==> src/hdl/uwbcpt_pkg.sv <==
// ----------------------------------------------------------------------------
// UWB CIR peak tracker package
// Shared word formats, operation codes, register indexes and arithmetic
// constants for the peak tracker front end, command queue and back end.
// ----------------------------------------------------------------------------
package uwbcpt_pkg;

  // Operation codes carried in the input word.
  typedef enum logic [1:0] {
    OP_SAMPLE     = 2'd0,
    OP_MARK_DEAD  = 2'd1,
    OP_READ_STATS = 2'd2,
    OP_READ_HIST  = 2'd3
  } op_t;

  // Configuration port geometry and register indexes.
  localparam int CFG_IDX_W  = 3;
  localparam int CFG_DATA_W = 16;
  localparam logic [CFG_IDX_W-1:0] CFG_FP_WINDOW   = 3'd0;
  localparam logic [CFG_IDX_W-1:0] CFG_ANCHOR_ID_0 = 3'd1;
  localparam logic [CFG_IDX_W-1:0] CFG_ANCHOR_ID_1 = 3'd2;
  localparam logic [CFG_IDX_W-1:0] CFG_ANCHOR_ID_2 = 3'd3;
  localparam logic [CFG_IDX_W-1:0] CFG_ANCHOR_ID_3 = 3'd4;

  // Register reset values.
  localparam logic [7:0]  FP_WINDOW_RST   = 8'd20;
  localparam logic [15:0] ANCHOR_ID_0_RST = 16'h1001;
  localparam logic [15:0] ANCHOR_ID_1_RST = 16'h1002;
  localparam logic [15:0] ANCHOR_ID_2_RST = 16'h1003;
  localparam logic [15:0] ANCHOR_ID_3_RST = 16'h1004;

  // Number of anchor slots the register map provides.
  localparam int ANCHOR_SLOTS = 4;

  // Frame rate arithmetic: inst = 256e6 / dt, then (9 * rate + inst) / 10.
  localparam int             RATE_NUM_W    = 28;
  localparam logic [27:0]    RATE_NUM      = 28'd256000000;
  localparam logic [23:0]    RATE_MAX      = 24'hFFFFFF;
  localparam logic [23:0]    RATE_SEED_MIN = 24'd3;
  localparam logic [31:0]    RECIP_10      = 32'hCCCCCCCD;
  localparam int             RECIP_SHIFT   = 35;

  // Command queue geometry.
  localparam int QUEUE_DEPTH = 4;
  localparam int QPTR_W      = 2;

  // Input word.
  typedef struct packed {
    logic [1:0]  operation;
    logic [15:0] anc_ident;
    logic [15:0] sample_value;
    logic        last_sample;
    logic [19:0] distance_mm;
    logic [39:0] timestamp_us;
    logic [7:0]  history_slot;
  } in_word_t;

  // Result word.
  typedef struct packed {
    logic [1:0]  anchor_index;
    logic        error;
    logic [19:0] distance_out;
    logic [6:0]  first_path_index;
    logic [15:0] peak_level;
    logic [31:0] frames_seen;
    logic [23:0] frame_rate_q8;
    logic        alive;
    logic [19:0] history_value;
  } out_word_t;

  // Command passed from the front end to the back end.
  typedef struct packed {
    logic [1:0]  op;
    logic        err;
    logic [1:0]  slot_idx;
    logic [19:0] distance;
    logic [39:0] timestamp;
    logic [7:0]  hist_slot;
    logic [6:0]  first_path;
    logic [15:0] peak;
  } cmd_t;

  // Back end sequencer states.
  typedef enum logic [2:0] {
    BK_IDLE,
    BK_DIV,
    BK_SEED,
    BK_EMA,
    BK_COMMIT,
    BK_HADDR,
    BK_HRD,
    BK_OUT
  } bk_state_t;

endpackage

==> src/hdl/uwbcpt_fifo.sv <==
// ----------------------------------------------------------------------------
// UWB CIR peak tracker command queue
// Small synchronous queue that decouples the sample front end from the
// per-anchor back end.
// ----------------------------------------------------------------------------
module uwbcpt_fifo (
  input  logic              clk,
  input  logic              rst_n,
  input  logic              push,
  input  uwbcpt_pkg::cmd_t  push_data,
  input  logic              pop,
  output uwbcpt_pkg::cmd_t  pop_data,
  output logic              full,
  output logic              empty
);
  import uwbcpt_pkg::*;

  cmd_t              buf_r [QUEUE_DEPTH];
  logic [QPTR_W-1:0] wr_ptr_r;
  logic [QPTR_W-1:0] rd_ptr_r;
  logic [QPTR_W:0]   count_r;

  assign full     = (count_r == (QPTR_W+1)'(QUEUE_DEPTH));
  assign empty    = (count_r == '0);
  assign pop_data = buf_r[rd_ptr_r];

  // Pointer and occupancy tracking.
  always_ff @(posedge clk) begin
    if (!rst_n) begin
      wr_ptr_r <= '0;
      rd_ptr_r <= '0;
      count_r  <= '0;
    end else begin
      if (push) begin
        wr_ptr_r <= wr_ptr_r + 1'b1;
      end
      if (pop) begin
        rd_ptr_r <= rd_ptr_r + 1'b1;
      end
      if (push && !pop) begin
        count_r <= count_r + 1'b1;
      end else if (pop && !push) begin
        count_r <= count_r - 1'b1;
      end
    end
  end

  // Entry storage.
  always_ff @(posedge clk) begin
    if (push) begin
      buf_r[wr_ptr_r] <= push_data;
    end
  end

endmodule

==> config.mk <==
export PLATFORM = sky130hd
export DESIGN_NAME = uwbcpt_fifo
export DESIGN_NICKNAME = d
export VERILOG_FILES = /design/src/hdl/uwbcpt_pkg.sv /design/src/hdl/uwbcpt_fifo.sv
export SDC_FILE = /design/constraint.sdc
export NUM_CORES = 1
export LEC_CHECK = 0
export BUFFER_PORTS_ARGS = -buffer_cell sky130_fd_sc_hd__buf_2
export CORE_UTILIZATION = 50
export DETAILED_ROUTE_END_ITERATION = 12
export GPL_ROUTABILITY_DRIVEN = 1
export GPL_TIMING_DRIVEN = 0
export PLACE_DENSITY = 0.75
export SKIP_LAST_GASP = 1
export SLEW_MARGIN = 25
export SYNTH_ARGS = -nofsm -noshare
export SYNTH_HDL_FRONTEND = slang
export SYNTH_SLANG_ARGS = --single-unit
==> constraint.sdc <==
create_clock -name clk -period 4.9 [get_ports clk]
set_input_delay 0.735 -clock clk [delete_from_list [all_inputs] [get_ports clk]]
set_output_delay 0.735 -clock clk [all_outputs]
set_load 0.01 [all_outputs]
==> results.txt <==
f_max: 336 MHz
CORE AREA: 27900 um^2
outcome: complete, no violations
Finish-stage setup viols: 0
Post-Synth Simple-Gate Area: 0.639%
critical path class: reg2out
Worst EP required: 4.16 ns
worst-case clock buffer depth: 3
crit path time final: 2.98 ns
gr usage total: 18.1%
RR Endpoint: buf_r[3][38]
Inserted Clock Buffers: 41
DRC errors left: 0
Synth Instances: 545
area of the multi-input gates: 2420 um^2
Worst Path Max Fanout: 10
clock sink total: 393
RSZ-0062 raised after global routing: no
hold path startpoint: push_data[60]
post-DP HPWL: 16300 um
leakage: 0.00588 uW
IR Drop Worst-Case VDD: 338 uV
MaxCap Viol Count: 0
Fillers: 1930
top-level port count: 198
Final GP Congestion: 0.727
Ys Warns: 0
Hold Violations, Final: 0
mux contribution to synthesized area: 15.3%
Layout Skew: 0.0105 ns
Final #Nets: 899
Final Routed Wirelength: 25900 um
pre-CTS WS: 2.39 ns
Overflow after GRT: 0
crit share post-route: 60.8%
pwr/cell area: 443 nW/um^2
R2R Setup Slk: 3.13 ns
Register Area: 11700 um^2
adder-cell share of the synthesized area: 0.577%
final core occ: 61.9%
crit start category: register
wire length per cell: 21.6 um
Die Area: 29300 um^2
clock root buffer master: clkbuf_16
reg2reg start: wr_ptr_r[0]
IO Port Bufs: 197
pin count of the biggest net entering global routing: 46
max_slew headroom: 46.9%
Max H-tree Level: 2
initial antenna violation count: 0
CTS tree: built
Worst EP arrival: 2.24 ns
Hold WC Path Type: in2reg
Syn Nets: 651
Cell variety after synth: 22
first-pass GRT wire length: 39000 um
hold path cells: 1
setup tns final: 0 ns
WHS Endpoint: buf_r[0][60]
drt pass-1 iters: 4
vias: 6515
# resized after CTS: 0
Synth Register Bits: 393
hold buffer count at cts: 0
setup ws final: 1.92 ns
largest family of logic cells by synthesized area: multiplexers
Die Wd: 171 um
compound-cell area share of the yosys netlist: 0.0875%
nature of the critical path endpoint: primary output
Starting Density: 51.2%
clk_lat worst skew: 0.52 ns
Syn Area/Cell: 26.2 um^2
number of global-route vias before repair: 6913
P&R area growth vs syn: 20.9%
Detail Route Antenna Nets: 0
sequential fraction of the synthesis area: 81.9%
xor/xnor share of the synthesized area: 0.306%
area of the mapped netlist: 14300 um^2
Vias/cell: 5.42
Reg clk slew, reported paths: 0.06 ns
fin. max-slew vios: 0
Slew @ Worst Pin: 0.797 ns
Die H: 171 um
cells on worst reg2reg path: 3
First DRT Iteration DRCs: 575
num rows: 61
Post-CTS Setup Repair Bufs: 0
layout cells sized above 1: 46.4%
[cells by family after synthesis]
kind of cell | Yosys count
fa+ha+maj | 6
xor+xnor | 5
mux | 98
compound gates | 2
simple gates | 15
flops | 393
buf+inv | 26
[where the power goes]
group	switching, uW	internal [uW]
Clock	1190	1850
Combinational	385	343
Sequential	38.9	3860
[Yosys cell counts]
cell      number  area [um^2]
buf_2         11         55.1
a21boi_0       1         7.51
buf_8          4         60.1
clkbuf_1       5         18.8
buf_6          1         11.3
or3_1          1         6.26
edfxtp_1     384        11500
inv_1          4         15.0
fa_1           1         20.0
mux2i_1        2         20.0
buf_12         1         20.0
ha_1           5         62.6
and2_1         9         56.3
o21ai_0        1         5.00
xnor2_1        2         17.5
dfxtp_1        9          180
nor2b_1        2         12.5
mux4_2        96         2160
nor3b_1        1         7.51
nor3_1         1         5.00
xor2_1         3         26.3
nand2_1        1         3.75
[state kept, by name (all words and copies together) (netlist names), named ones only]
| signal | cells |
|---|---|
| buf_r | 384 |
| rd_ptr_r | 2 |
| count_r | 3 |
| wr_ptr_r | 2 |
[placed cells by master, fill, tap and decap left out]
cell       synthesis  routed
clkinv_2           0       8
clkbuf_16          0      43
clkinv_4           0       1
inv_1              4       4
or3_1              1       1
clkbuf_1           5       8
a21boi_0           1       1
mux2i_1            2       2
bufinv_16          0       4
clkinv_1           0      10
edfxtp_1         384     384
mux4_2            96      96
buf_16             0       2
inv_6              0       1
nor3b_1            1       1
xor2_1             3       3
nor3_1             1       1
xnor2_1            2       2
o21ai_0            1       1
clkbuf_8           0       3
and2_4             0       4
nor2b_1            2       2
and2_1             9       5
buf_2             11     208
diode_2            0       1
buf_8              4       4
nand2_1            1       1
dfxtp_1            9       9
ha_1               5       5
buf_12             1       7
fa_1               1       1
buf_6              1       1
[worst max-delay path, stage by stage (launching register included)]
cell and delay, ns:
dfxtp_1 0.30, buf_2 0.21, clkbuf_1 0.63, mux4_2 0.43, buf_2 0.16
[cell type report]
cell class	count	area share, %
Clock inverter	24	1.24
Timing Repair Buffer	205	6.71
Sequential cell	393	67.7
Buffer	22	0.955
Inverter	4	0.0868
Multi-Input combinational cell	126	14.0
Antenna cell	1	0.0145
Tap cell	378	2.73
Clock buffer	49	6.53
[per-layer routing]
| layer | vias to the layer above | global-route usage [%] | share of wire, % |
|---|---|---|---|
| met2 | 231 | 31.2 | 51 |
| met1 | 3396 | 23.2 | 40 |
| li1 | 2848 | - | - |
| met3 | 40 | 4.35 | 7.2 |
| met5 | - | 0 | 0 |
| met4 | 0 | 4.66 | 1.7 |
[stage by stage]
stage,instances,total power [uW],hold slack [ns],cell area [um^2]
after floorplan,545,4400,0.472,14300
after global placement,1120,4680,0.487,15800
after detailed placement,1128,4720,0.544,15900
after CTS,1201,7740,0.402,17300
after global routing,1201,7930,0.398,17300
final,1202,7660,0.430,17300
[worst max-delay path by stage]
stage,endpoint,slack [ns],cells after the start
detailed placement,pop_data[25],2.39,4
CTS,pop_data[25],1.83,4
floorplan,buf_r[0][0],1.48,1
finish,pop_data[25],1.92,4
global placement,buf_r[2][75],-0.25,2
global route,pop_data[25],1.77,4
Power figures use the tool's default switching activity.
