==> config.mk <==
export PLATFORM = sky130hd
export DESIGN_NAME = uwbcpt_front
export DESIGN_NICKNAME = d
export VERILOG_FILES = /design/src/hdl/uwbcpt_pkg.sv /design/src/hdl/uwbcpt_front.sv
export SDC_FILE = /design/constraint.sdc
export NUM_CORES = 1
export LEC_CHECK = 0
export BUFFER_PORTS_ARGS = -buffer_cell sky130_fd_sc_hd__buf_4
export CAP_MARGIN = 10
export CORE_MARGIN = 2
export CORE_UTILIZATION = 30
export CTS_BUF_LIST = sky130_fd_sc_hd__clkbuf_4
export CTS_CLUSTER_SIZE = 24
export DETAILED_ROUTE_END_ITERATION = 6
export GPL_TIMING_DRIVEN = 0
export HOLD_SLACK_MARGIN = 0.12
export PLACE_DENSITY = 0.5
export RECOVER_POWER = 50
export SLEW_MARGIN = 20
export SYNTH_ARGS = -nofsm -noshare
export SYNTH_HDL_FRONTEND = slang
export SYNTH_SLANG_ARGS = --single-unit
==> constraint.sdc <==
create_clock -name clk -period 3.09 [get_ports clk]
set_clock_uncertainty 0.1 [all_clocks]
set_input_delay 0.309 -clock clk [delete_from_list [all_inputs] [get_ports clk]]
set_output_delay 0.309 -clock clk [all_outputs]
set_load 0.02 [all_outputs]
==> src/hdl/uwbcpt_pkg.sv <==
// ----------------------------------------------------------------------------
// UWB CIR peak tracker package
// Shared word formats, operation codes, register indexes and arithmetic
// constants for the peak tracker front end, command queue and back end.
// ----------------------------------------------------------------------------
package uwbcpt_pkg;

  // Operation codes carried in the input word.
  typedef enum logic [1:0] {
    OP_SAMPLE     = 2'd0,
    OP_MARK_DEAD  = 2'd1,
    OP_READ_STATS = 2'd2,
    OP_READ_HIST  = 2'd3
  } op_t;

  // Configuration port geometry and register indexes.
  localparam int CFG_IDX_W  = 3;
  localparam int CFG_DATA_W = 16;
  localparam logic [CFG_IDX_W-1:0] CFG_FP_WINDOW   = 3'd0;
  localparam logic [CFG_IDX_W-1:0] CFG_ANCHOR_ID_0 = 3'd1;
  localparam logic [CFG_IDX_W-1:0] CFG_ANCHOR_ID_1 = 3'd2;
  localparam logic [CFG_IDX_W-1:0] CFG_ANCHOR_ID_2 = 3'd3;
  localparam logic [CFG_IDX_W-1:0] CFG_ANCHOR_ID_3 = 3'd4;

  // Register reset values.
  localparam logic [7:0]  FP_WINDOW_RST   = 8'd20;
  localparam logic [15:0] ANCHOR_ID_0_RST = 16'h1001;
  localparam logic [15:0] ANCHOR_ID_1_RST = 16'h1002;
  localparam logic [15:0] ANCHOR_ID_2_RST = 16'h1003;
  localparam logic [15:0] ANCHOR_ID_3_RST = 16'h1004;

  // Number of anchor slots the register map provides.
  localparam int ANCHOR_SLOTS = 4;

  // Frame rate arithmetic: inst = 256e6 / dt, then (9 * rate + inst) / 10.
  localparam int             RATE_NUM_W    = 28;
  localparam logic [27:0]    RATE_NUM      = 28'd256000000;
  localparam logic [23:0]    RATE_MAX      = 24'hFFFFFF;
  localparam logic [23:0]    RATE_SEED_MIN = 24'd3;
  localparam logic [31:0]    RECIP_10      = 32'hCCCCCCCD;
  localparam int             RECIP_SHIFT   = 35;

  // Command queue geometry.
  localparam int QUEUE_DEPTH = 4;
  localparam int QPTR_W      = 2;

  // Input word.
  typedef struct packed {
    logic [1:0]  operation;
    logic [15:0] anc_ident;
    logic [15:0] sample_value;
    logic        last_sample;
    logic [19:0] distance_mm;
    logic [39:0] timestamp_us;
    logic [7:0]  history_slot;
  } in_word_t;

  // Result word.
  typedef struct packed {
    logic [1:0]  anchor_index;
    logic        error;
    logic [19:0] distance_out;
    logic [6:0]  first_path_index;
    logic [15:0] peak_level;
    logic [31:0] frames_seen;
    logic [23:0] frame_rate_q8;
    logic        alive;
    logic [19:0] history_value;
  } out_word_t;

  // Command passed from the front end to the back end.
  typedef struct packed {
    logic [1:0]  op;
    logic        err;
    logic [1:0]  slot_idx;
    logic [19:0] distance;
    logic [39:0] timestamp;
    logic [7:0]  hist_slot;
    logic [6:0]  first_path;
    logic [15:0] peak;
  } cmd_t;

  // Back end sequencer states.
  typedef enum logic [2:0] {
    BK_IDLE,
    BK_DIV,
    BK_SEED,
    BK_EMA,
    BK_COMMIT,
    BK_HADDR,
    BK_HRD,
    BK_OUT
  } bk_state_t;

endpackage

==> src/hdl/uwbcpt_front.sv <==
// ----------------------------------------------------------------------------
// UWB CIR peak tracker front end
// Holds the configuration registers, absorbs impulse response samples into
// the running first-path and peak trackers, matches anchors and queues
// commands for the back end.
// ----------------------------------------------------------------------------
module uwbcpt_front #(
  parameter int MAX_SAMPLES  = 128,
  parameter int ANCHOR_COUNT = 4
) (
  input  logic                               clk,
  input  logic                               rst_n,
  input  logic                               cfg_we,
  input  logic [uwbcpt_pkg::CFG_IDX_W-1:0]   cfg_index,
  input  logic [uwbcpt_pkg::CFG_DATA_W-1:0]  cfg_wdata,
  input  logic                               in_valid,
  input  uwbcpt_pkg::in_word_t               in_word,
  output logic                               in_stall,
  input  logic                               q_full,
  output logic                               q_push,
  output uwbcpt_pkg::cmd_t                   q_data
);
  import uwbcpt_pkg::*;

  localparam int SCW  = $clog2(MAX_SAMPLES + 1);
  localparam int IW   = $clog2(MAX_SAMPLES);
  localparam int CMPW = (SCW > 8) ? SCW : 8;

  logic [7:0]     fp_window_r;
  logic [15:0]    anc_ident_r [ANCHOR_SLOTS];

  logic [SCW-1:0] cnt_r;
  logic           fpv_valid_r;
  logic [15:0]    fpv_r;
  logic [IW-1:0]  fpi_r;
  logic [15:0]    peak_r;

  logic           accept;
  logic           is_sample;
  logic           take;
  logic           in_win;
  logic           upd_fp;
  logic [IW-1:0]  fpi_new;
  logic [15:0]    peak_new;
  logic           hit;
  logic [1:0]     hit_idx;

  // Configuration writes.
  always_ff @(posedge clk) begin
    if (!rst_n) begin
      fp_window_r    <= FP_WINDOW_RST;
      anc_ident_r[0] <= ANCHOR_ID_0_RST;
      anc_ident_r[1] <= ANCHOR_ID_1_RST;
      anc_ident_r[2] <= ANCHOR_ID_2_RST;
      anc_ident_r[3] <= ANCHOR_ID_3_RST;
    end else if (cfg_we) begin
      unique case (cfg_index)
        CFG_FP_WINDOW:   fp_window_r    <= cfg_wdata[7:0];
        CFG_ANCHOR_ID_0: anc_ident_r[0] <= cfg_wdata;
        CFG_ANCHOR_ID_1: anc_ident_r[1] <= cfg_wdata;
        CFG_ANCHOR_ID_2: anc_ident_r[2] <= cfg_wdata;
        CFG_ANCHOR_ID_3: anc_ident_r[3] <= cfg_wdata;
        default: ;
      endcase
    end
  end

  // Anchor match; the lowest matching slot wins.
  always_comb begin
    hit     = 1'b0;
    hit_idx = '0;
    for (int i = ANCHOR_COUNT - 1; i >= 0; i--) begin
      if (anc_ident_r[i] == in_word.anc_ident) begin
        hit     = 1'b1;
        hit_idx = 2'(i);
      end
    end
  end

  // Handshake: a word is taken whenever the queue has room.
  assign in_stall  = q_full;
  assign accept    = in_valid && !q_full;
  assign is_sample = (op_t'(in_word.operation) == OP_SAMPLE);

  // Running tracker update for the current sample.
  assign take     = (cnt_r < SCW'(MAX_SAMPLES));
  assign in_win   = (CMPW'(cnt_r) < CMPW'(fp_window_r));
  assign upd_fp   = take && in_win && (!fpv_valid_r || (in_word.sample_value > fpv_r));
  assign fpi_new  = upd_fp ? cnt_r[IW-1:0] : fpi_r;
  assign peak_new = (take && (in_word.sample_value > peak_r)) ? in_word.sample_value : peak_r;

  // Commands for the back end: frame commits and anchor operations.
  assign q_push = accept && (!is_sample || in_word.last_sample);

  always_comb begin
    q_data            = '0;
    q_data.op         = in_word.operation;
    q_data.err        = !hit;
    q_data.slot_idx   = hit_idx;
    q_data.distance   = in_word.distance_mm;
    q_data.timestamp  = in_word.timestamp_us;
    q_data.hist_slot  = in_word.history_slot;
    q_data.first_path = 7'(fpi_new);
    q_data.peak       = peak_new;
  end

  // Running frame state; the last sample clears it.
  always_ff @(posedge clk) begin
    if (!rst_n) begin
      cnt_r       <= '0;
      fpv_valid_r <= 1'b0;
      fpv_r       <= '0;
      fpi_r       <= '0;
      peak_r      <= '0;
    end else if (accept && is_sample) begin
      if (in_word.last_sample) begin
        cnt_r       <= '0;
        fpv_valid_r <= 1'b0;
        fpv_r       <= '0;
        fpi_r       <= '0;
        peak_r      <= '0;
      end else begin
        if (take) begin
          cnt_r <= cnt_r + 1'b1;
        end
        if (upd_fp) begin
          fpv_valid_r <= 1'b1;
          fpv_r       <= in_word.sample_value;
        end
        fpi_r  <= fpi_new;
        peak_r <= peak_new;
      end
    end
  end

endmodule

==> results of run 1 <==
==> critical path: stages (launching register included) <==
cell and delay, ns:
dfxtp_2 0.33, inv_2 0.07, ha_4 0.21, a211oi_2 0.19, o22ai_1 0.11, a211o_1 0.26
or4b_4 0.54, o211ai_4 0.19, mux2_4 0.35, buf_6 0.13
==> timing repair <==
| action | CTS | global route |
|---|---|---|
| hold buffers | 43 | 0 |
| setup endpoints to repair | 33 | 53 |
| hold endpoints to repair | 110 | 0 |
| pin swaps | 13 | 13 |
| gates cloned | 2 | 0 |
| resized for setup | 63 | 22 |
| setup buffers | 7 | 5 |
==> registers in the layout, summed over array words and instances (netlist names) <==
register	cells
fpv_valid_r	1
fpv_r	16
fp_window_r	8
peak_r	16
cnt_r	8
anc_ident_r	64
fpi_r	7
==> cells by family after synthesis <==
group / Yosys count / synth area share
simple gates: 209 / 0.1587
buf+inv: 141 / 0.1178
flops: 120 / 0.4326
compound gates: 101 / 0.1049
xor+xnor: 64 / 0.07969
fa+ha+maj: 40 / 0.07115
mux: 22 / 0.03522
==> per-layer routing <==
layer	vias up	wire, um	GRT usage
li1	2870	-	-
met1	2671	9190	0.2075
met2	145	9851	0.2786
met3	24	766	0.02616
met4	0	295	0.05325
met5	-	0	0
==> where the power goes <==
part / internal, mW / switching [mW] / leakage (nW)
clock: 0.495 / 0.714 / 0.148
combinational: 0.356 / 0.388 / 2.34
sequential: 1.74 / 0.0278 / 1.08
==> final cells by class <==
type / count / area, um2 / share of cell area
Antenna cell: 2 / 5.005 / 0.0005242
Multi-Input combinational cell: 437 / 3415 / 0.3576
Tap cell: 319 / 399.1 / 0.04180
Sequential cell: 120 / 3049 / 0.3194
Clock inverter: 15 / 167.7 / 0.01756
Clock buffer: 17 / 127.6 / 0.01337
Timing Repair Buffer: 212 / 1528 / 0.1600
Buffer: 99 / 699.4 / 0.07325
Inverter: 42 / 157.7 / 0.01651
==> per-stage QoR <==
stage / instances / power, mW
after CTS: 1256 / 3.787
after detailed placement: 1172 / 2.492
after global routing: 1263 / 3.873
final: 1263 / 3.724
after floorplan: 697 / 2.199
after global placement: 1170 / 2.487
==> placed cells by master (no fill, tap or decap), drive strengths merged, types with 2 or more instances in the layout <==
cell and count:
buf 173, clkbuf 112, edfxtp 64, nand2 60
dfxtp 56, and2 55, xnor2 48, inv 46
dlygate4sd3 43, ha 40, o32ai 30, a21oi 29
mux2 22, nand4 20, nor2 18, xor2 16
o21ai 13, or3 11, nor4 10, o22ai 10
nand3 9, nor3 6, o211ai 6, nand2b 5
nor2b 5, clkinv 5, clkinvlp 4, a211oi 3
or2 3, diode 2, and3 2, a211o 2
nor3b 2, a31oi 2, bufinv 2
==> worst max path at each step <==
stage | startpoint | to | slack (ns) | cells past startpoint
final | fpv_r[13] | q_data[16] | -0.26 | 9
after global placement | cfg_we | anc_ident_r[0][10] | -0.23 | 3
after CTS | fpv_r[13] | q_data[16] | -0.37 | 9
after floorplan | peak_r[1] | q_data[0] | 0.27 | 10
after detailed placement | in_word[70] | q_data[10] | -0.13 | 11
after global routing | peak_r[14] | q_data[11] | -0.38 | 10
==> metrics.md, run 1 <==
| Metric | Value |
|---|---|
| Drt drc | `0` |
| Final WL | `20.10 mm` |
| Post-layout min period | `3.348 ns` |
| Hold violation count in the final report | `0` |
| CTS tree | `built` |
| Die H | `157.1 um` |
| Outcome | `finished with violations` |
| Count leader, synth | `buf_4` |
| Area leader, netlist | `edfxtp_1` |
| Total Routing Usage GR | `0.1620` |
| Maxcap violations | `0` |
| Area growth from synthesis to layout | `35.73%` |
| Reg2reg setup slack | `0.14 ns` |
| Register area share after synthesis | `0.4326` |
| Detailed placer's ending HPWL | `14.32 mm` |
| Total CTS buffers | `17` |
| I/O Pins | `225` |
| Clock-pin slew on the worst setup and hold paths | `0.11 ns` |
| First-pass GRT wire length | `30.26 mm` |
| Critical R2R Capture | `fpv_r[14]` |
| Tightest Pin Transition | `0.9567 ns` |
| Max Slew Vio Count | `0` |
| Synth Instances | `697` |
| P_leak | `3.560 nW` |
| Area contributors post-synth | `edfxtp_1 27%, dfxtp_1 16%, buf_4 7.7%` |
| Pin count of the biggest net entering global routing | `17` |
| Initial antenna violation count | `1` |
| Achievable clock frequency | `0.2987 GHz` |
| Routability cong. | `0.8004` |
| Violated checks | `negative setup slack` |
| Hold Slack | `0.1480 ns` |
| Critical Path Fanout Max | `5` |
| Yosys cell types | `51` |
| RSZ-0062 raised after global routing | `yes` |
| Hold WC Path Type | `input port to register` |
| Nets@finish | `1096` |
| Setup WS post-layout | `-0.2576 ns` |
| Post-synth ARST share | `0` |
| Via count of the first global-routing pass | `5616` |
| Layout cell share with drive strength beyond 1 | `0.2898` |
| Avg Cell Area, Syn | `10.09 um2` |
| Max-slew headroom | `0.3573` |
| Initial core utilization | `0.3024` |
| Gr ovfl total | `0` |
| Syn_nets | `864` |
| Peak supply drop | `0.2137 mV` |
| Number of synthesized flops with an enable pin | `64` |
| Vias/cell | `4.521` |
| Skew-Pair Late Insertion Delay | `0.57 ns` |
| Layout Utilization | `0.4104` |
| Root Driver | `clkbuf_4` |
| Hold Startpoint | `in_word[102]` |
| CP startpoint kind | `register` |
| CTS Sinks | `120` |
| Detail Route Antenna Nets | `0` |
| Most frequent cells after synthesis | `72 x buf_4, 64 x edfxtp_1, 60 x nand2_1` |
| Core area | `23260 um2` |
| Dpl cell area | `8628 um2` |
| Synthesized area | `7034 um2` |
| Max Buffers Root-to-Sink | `2` |
| Hold Path Sink | `cnt_r[3]` |
| Period utilization | `1.083` |
| Die area | `24690 um2` |
| Via count | `5710` |
| Synth Flop Type | `edfxtp_1` |
| Router iterations before antenna repair | `4` |
| Setup_tns | `-4.686 ns` |
| Final Cell Area | `9548 um2` |
| Row count | `56` |
| Worst hold stages | `5` |
| Routed wire per std cell | `15.92 um` |
| Seq cells post-synth | `120` |
| FILL cells | `2368` |
| Setup crit end kind | `output pin` |
| Synth warnings | `0` |
| Total power divided by cell area | `390.0 nW/um2` |
| DR iter-0 viols | `283` |
| FF-to-FF Start | `fpv_r[12]` |
| CP required | `2.68 ns` |
| Yosys top cell area share | `0.2732` |
| Setup CP Type | `register to output pin` |
| R2r worst-path depth | `12` |
| Buffers added on ports | `154` |
| H-Tree Level Count | `4` |
| Pre-CTS setup slack | `-0.1340 ns` |
| Critical path arrival | `2.94 ns` |
| Final Setup Violations | `23` |
| Die width | `157.1 um` |
Power figures use the tool's default switching activity.
==> run 2: changes to the inputs <==
PLACE_DENSITY = unset   (was 0.5)
PLACE_DENSITY_LB_ADDON = 0.05   (was unset)
clock period = 3.65 ns   (was 3.09 ns; I/O delays follow)
==> metrics.md, run 2 (same netlist as run 1, synthesis figures left out) <==
| Metric | Value |
|---|---|
| Antenna Cells | `0 (was 2)` |
| CP Capture Point | `q_data[19] (was q_data[16])` |
| First-pass GRT wire length | `30.30 mm (was 30.26 mm)` |
| Largest stage delay, worst path | `0.53 ns (was 0.54 ns)` |
| Nets@finish | `1072 (was 1096)` |
| Detail Route Antenna Nets | `0 (unchanged)` |
| Routability cong. | `0.7818 (was 0.8004)` |
| CTS tree | `built (unchanged)` |
| Total Routing Usage GR | `0.1613 (was 0.1620)` |
| Max Slew Vio Count | `0 (unchanged)` |
| Crit-path slowest cell | `dlygate4sd3_1 (was or4b_4)` |
| Critical R2R Capture | `peak_r[14] (was fpv_r[14])` |
| Reg2reg setup slack | `0.56 ns (was 0.14 ns)` |
| Layout cell share with drive strength beyond 1 | `0.2571 (was 0.2898)` |
| Via count of the first global-routing pass | `5574 (was 5616)` |
| Root Driver | `clkbuf_4 (unchanged)` |
| R2r worst-path depth | `10 (was 12)` |
| Skew-Pair Late Insertion Delay | `0.53 ns (was 0.57 ns)` |
| Clock-pin slew on the worst setup and hold paths | `0.10 ns (was 0.11 ns)` |
| CP required | `3.18 ns (was 2.68 ns)` |
| RSZ-0062 raised after global routing | `no (was yes)` |
| Core area | `23260 um2 (unchanged)` |
| Maxcap violations | `1 (was 0)` |
| Area growth from synthesis to layout | `28.51% (was 35.73%)` |
| Dpl cell area | `8632 um2 (was 8628 um2)` |
| FILL cells | `2459 (was 2368)` |
| Top reg by flops | `anc_ident_r (unchanged)` |
| Worst Setup SP | `in_word[80] (was fpv_r[13])` |
| DR iter-0 viols | `205 (was 283)` |
| Worst-path cell chain | `dlygate4sd3_1 -> buf_4 -> ha_1 -> a21oi_2 -> o22ai_1 -> a211o_1 -> or4b_4 -> o211ai_4 -> mux2_2 -> buf_4 (was inv_2 -> ha_4 -> a211oi_2 -> o22ai_1 -> a211o_1 -> or4b_4 -> o211ai_4 -> mux2_4 -> buf_6)` |
| P_leak | `3.403 nW (was 3.560 nW)` |
| Top flop regs | `anc_ident_r x64, fpv_r x16, peak_r x16 (unchanged)` |
| Hold violation count in the final report | `0 (unchanged)` |
| Most frequent CP cell | `buf_4` |
| Setup_tns | `0 ns (was -4.686 ns)` |
| Via count | `5678 (was 5710)` |
| I/O Pins | `225 (unchanged)` |
| Most common cell after layout, fill and taps aside | `buf_4 (unchanged)` |
| Violated checks | `max-capacitance violations (was negative setup slack)` |
| Critical path arrival | `3.11 ns (was 2.94 ns)` |
| Final Setup Violations | `0 (was 23)` |
| Initial core utilization | `0.3024 (unchanged)` |
| Initial antenna violation count | `0 (was 1)` |
| Tightest Pin Transition | `1.482 ns (was 0.9567 ns)` |
| H-Tree Level Count | `4 (unchanged)` |
| Setup crit end kind | `output pin (unchanged)` |
| Critical Path Fanout Max | `5 (unchanged)` |
| Peak supply drop | `0.1681 mV (was 0.2137 mV)` |
| Max reg flops | `64 (unchanged)` |
| Post-layout min period | `3.575 ns` |
| Pin count of the biggest net entering global routing | `20 (was 17)` |
| Vias/cell | `4.590 (was 4.521)` |
| Routed wire per std cell | `16.31 um (was 15.92 um)` |
| Achievable clock frequency | `0.2797 GHz` |
| Max-slew headroom | `0.003442 (was 0.3573)` |
| CTS Sinks | `120 (unchanged)` |
| Max Buffers Root-to-Sink | `2 (unchanged)` |
| Gr ovfl total | `0 (unchanged)` |
| Die area | `24690 um2 (unchanged)` |
| Router iterations before antenna repair | `4 (unchanged)` |
| Buffers added on ports | `154 (unchanged)` |
| Total CTS buffers | `17 (unchanged)` |
| Final WL | `20.18 mm (was 20.10 mm)` |
| Total power divided by cell area | `350.5 nW/um2 (was 390.0 nW/um2)` |
| FF-to-FF Start | `peak_r[11] (was fpv_r[12])` |
| Most frequent cells in the layout | `153 x buf_4, 92 x clkbuf_1, 64 x edfxtp_1 (was 139 x buf_4, 93 x clkbuf_1, 64 x edfxtp_1)` |
| Die width | `157.1 um (unchanged)` |
| Outcome | `finished with violations (unchanged)` |
| Die H | `157.1 um (unchanged)` |
| Detailed placer's ending HPWL | `15.54 mm (was 14.32 mm)` |
| Multi-input combinational cell area | `3232 um2 (was 3415 um2)` |
| Final Cell Area | `9040 um2 (was 9548 um2)` |
| Period utilization | `0.9794` |
| Hold WC Path Type | `input port to register (unchanged)` |
| CP startpoint kind | `input port (was register)` |
| Drt drc | `0 (unchanged)` |
| Row count | `56 (unchanged)` |
| Seq. cell area | `3043 um2 (was 3049 um2)` |
| Setup CP Type | `input port to output pin (was register to output pin)` |
[run 2: cell count changes in the layout (fill, tap and decap cells not counted), sizes merged, moves of 3 or more]
cell,previous run,this run
clkinv,5,9
inv,46,41
dlygate4sd3,43,32
clkinvlp,4,1
buf,173,161
[run 2: worst min-delay path by stage]
stage / depth (start not counted) / start / endpoint / slack (ns)
final: 4 / in_word[101] / cnt_r[7] / 0.18
after detailed placement: 2 / fp_window_r[0] / fp_window_r[0] / 0.35
after global placement: 2 / fpi_r[6] / fpi_r[6] / 0.35
after floorplan: 2 / fp_window_r[0] / fp_window_r[0] / 0.33
after CTS: 4 / in_word[101] / cnt_r[7] / 0.13
after global routing: 3 / cfg_index[1] / fp_window_r[4] / 0.18
[run 2: final cells by class]
cell class,instances,share of cell area
clock buffer,19,0.01578
timing repair buffer,189,0.1347
tap,319,0.04415
sequential,120,0.3366
multi-input combinational,437,0.3575
clock inverter,13,0.01979
buffer,98,0.07405
inverter,42,0.01744
[run 2: timing repair]
item	4_1_cts	5_1_grt
hold buffers	32	0
setup buffers	0	1
resized for setup	0	12
endpoints found under the hold margin	104	0
cloned	0	1
endpoints found under the setup margin	9	23
[run 2: per-stage QoR]
stage | hold WS (ns) | util | cells | power (mW) | setup slack (ns)
after floorplan | 0.3318 | - | 697 | 1.861 | 0.7595
after global placement | 0.3535 | 0.3692 | 1170 | 2.115 | 0.08952
after detailed placement | 0.3518 | 0.3711 | 1172 | 2.123 | 0.3013
after CTS | 0.1319 | 0.3985 | 1235 | 3.237 | 0.02565
after global routing | 0.1798 | 0.3886 | 1237 | 3.304 | 0.001517
final | 0.1751 | 0.3886 | 1237 | 3.168 | 0.07518
[run 2: routing by layer]
metal / track usage / vias to the layer above / part of all wire
met5: 0 / - / 0
met2: 0.2882 / 134 / 0.51
met1: 0.1984 / 2705 / 0.44
met3: 0.03552 / 18 / 0.039
met4: 0.03593 / 0 / 0.012
li1: - / 2821 / -
[run 2: worst max-delay path: cells and delay by family]
kind | cells | cell delay [ns]
and+or+nand+nor | 1 | 0.53
adders and majority gates | 1 | 0.32
AOI/OAI and AO/OA | 4 | 0.67
buffers and inverters | 3 | 0.84
muxes | 1 | 0.39
[run 2: power breakdown]
| part | switching (mW) | internal, mW | total (mW) |
|---|---|---|---|
| Sequential | 0.0244 | 1.48 | 1.50 |
| Combinational | 0.316 | 0.262 | 0.578 |
| Clock | 0.535 | 0.556 | 1.09 |
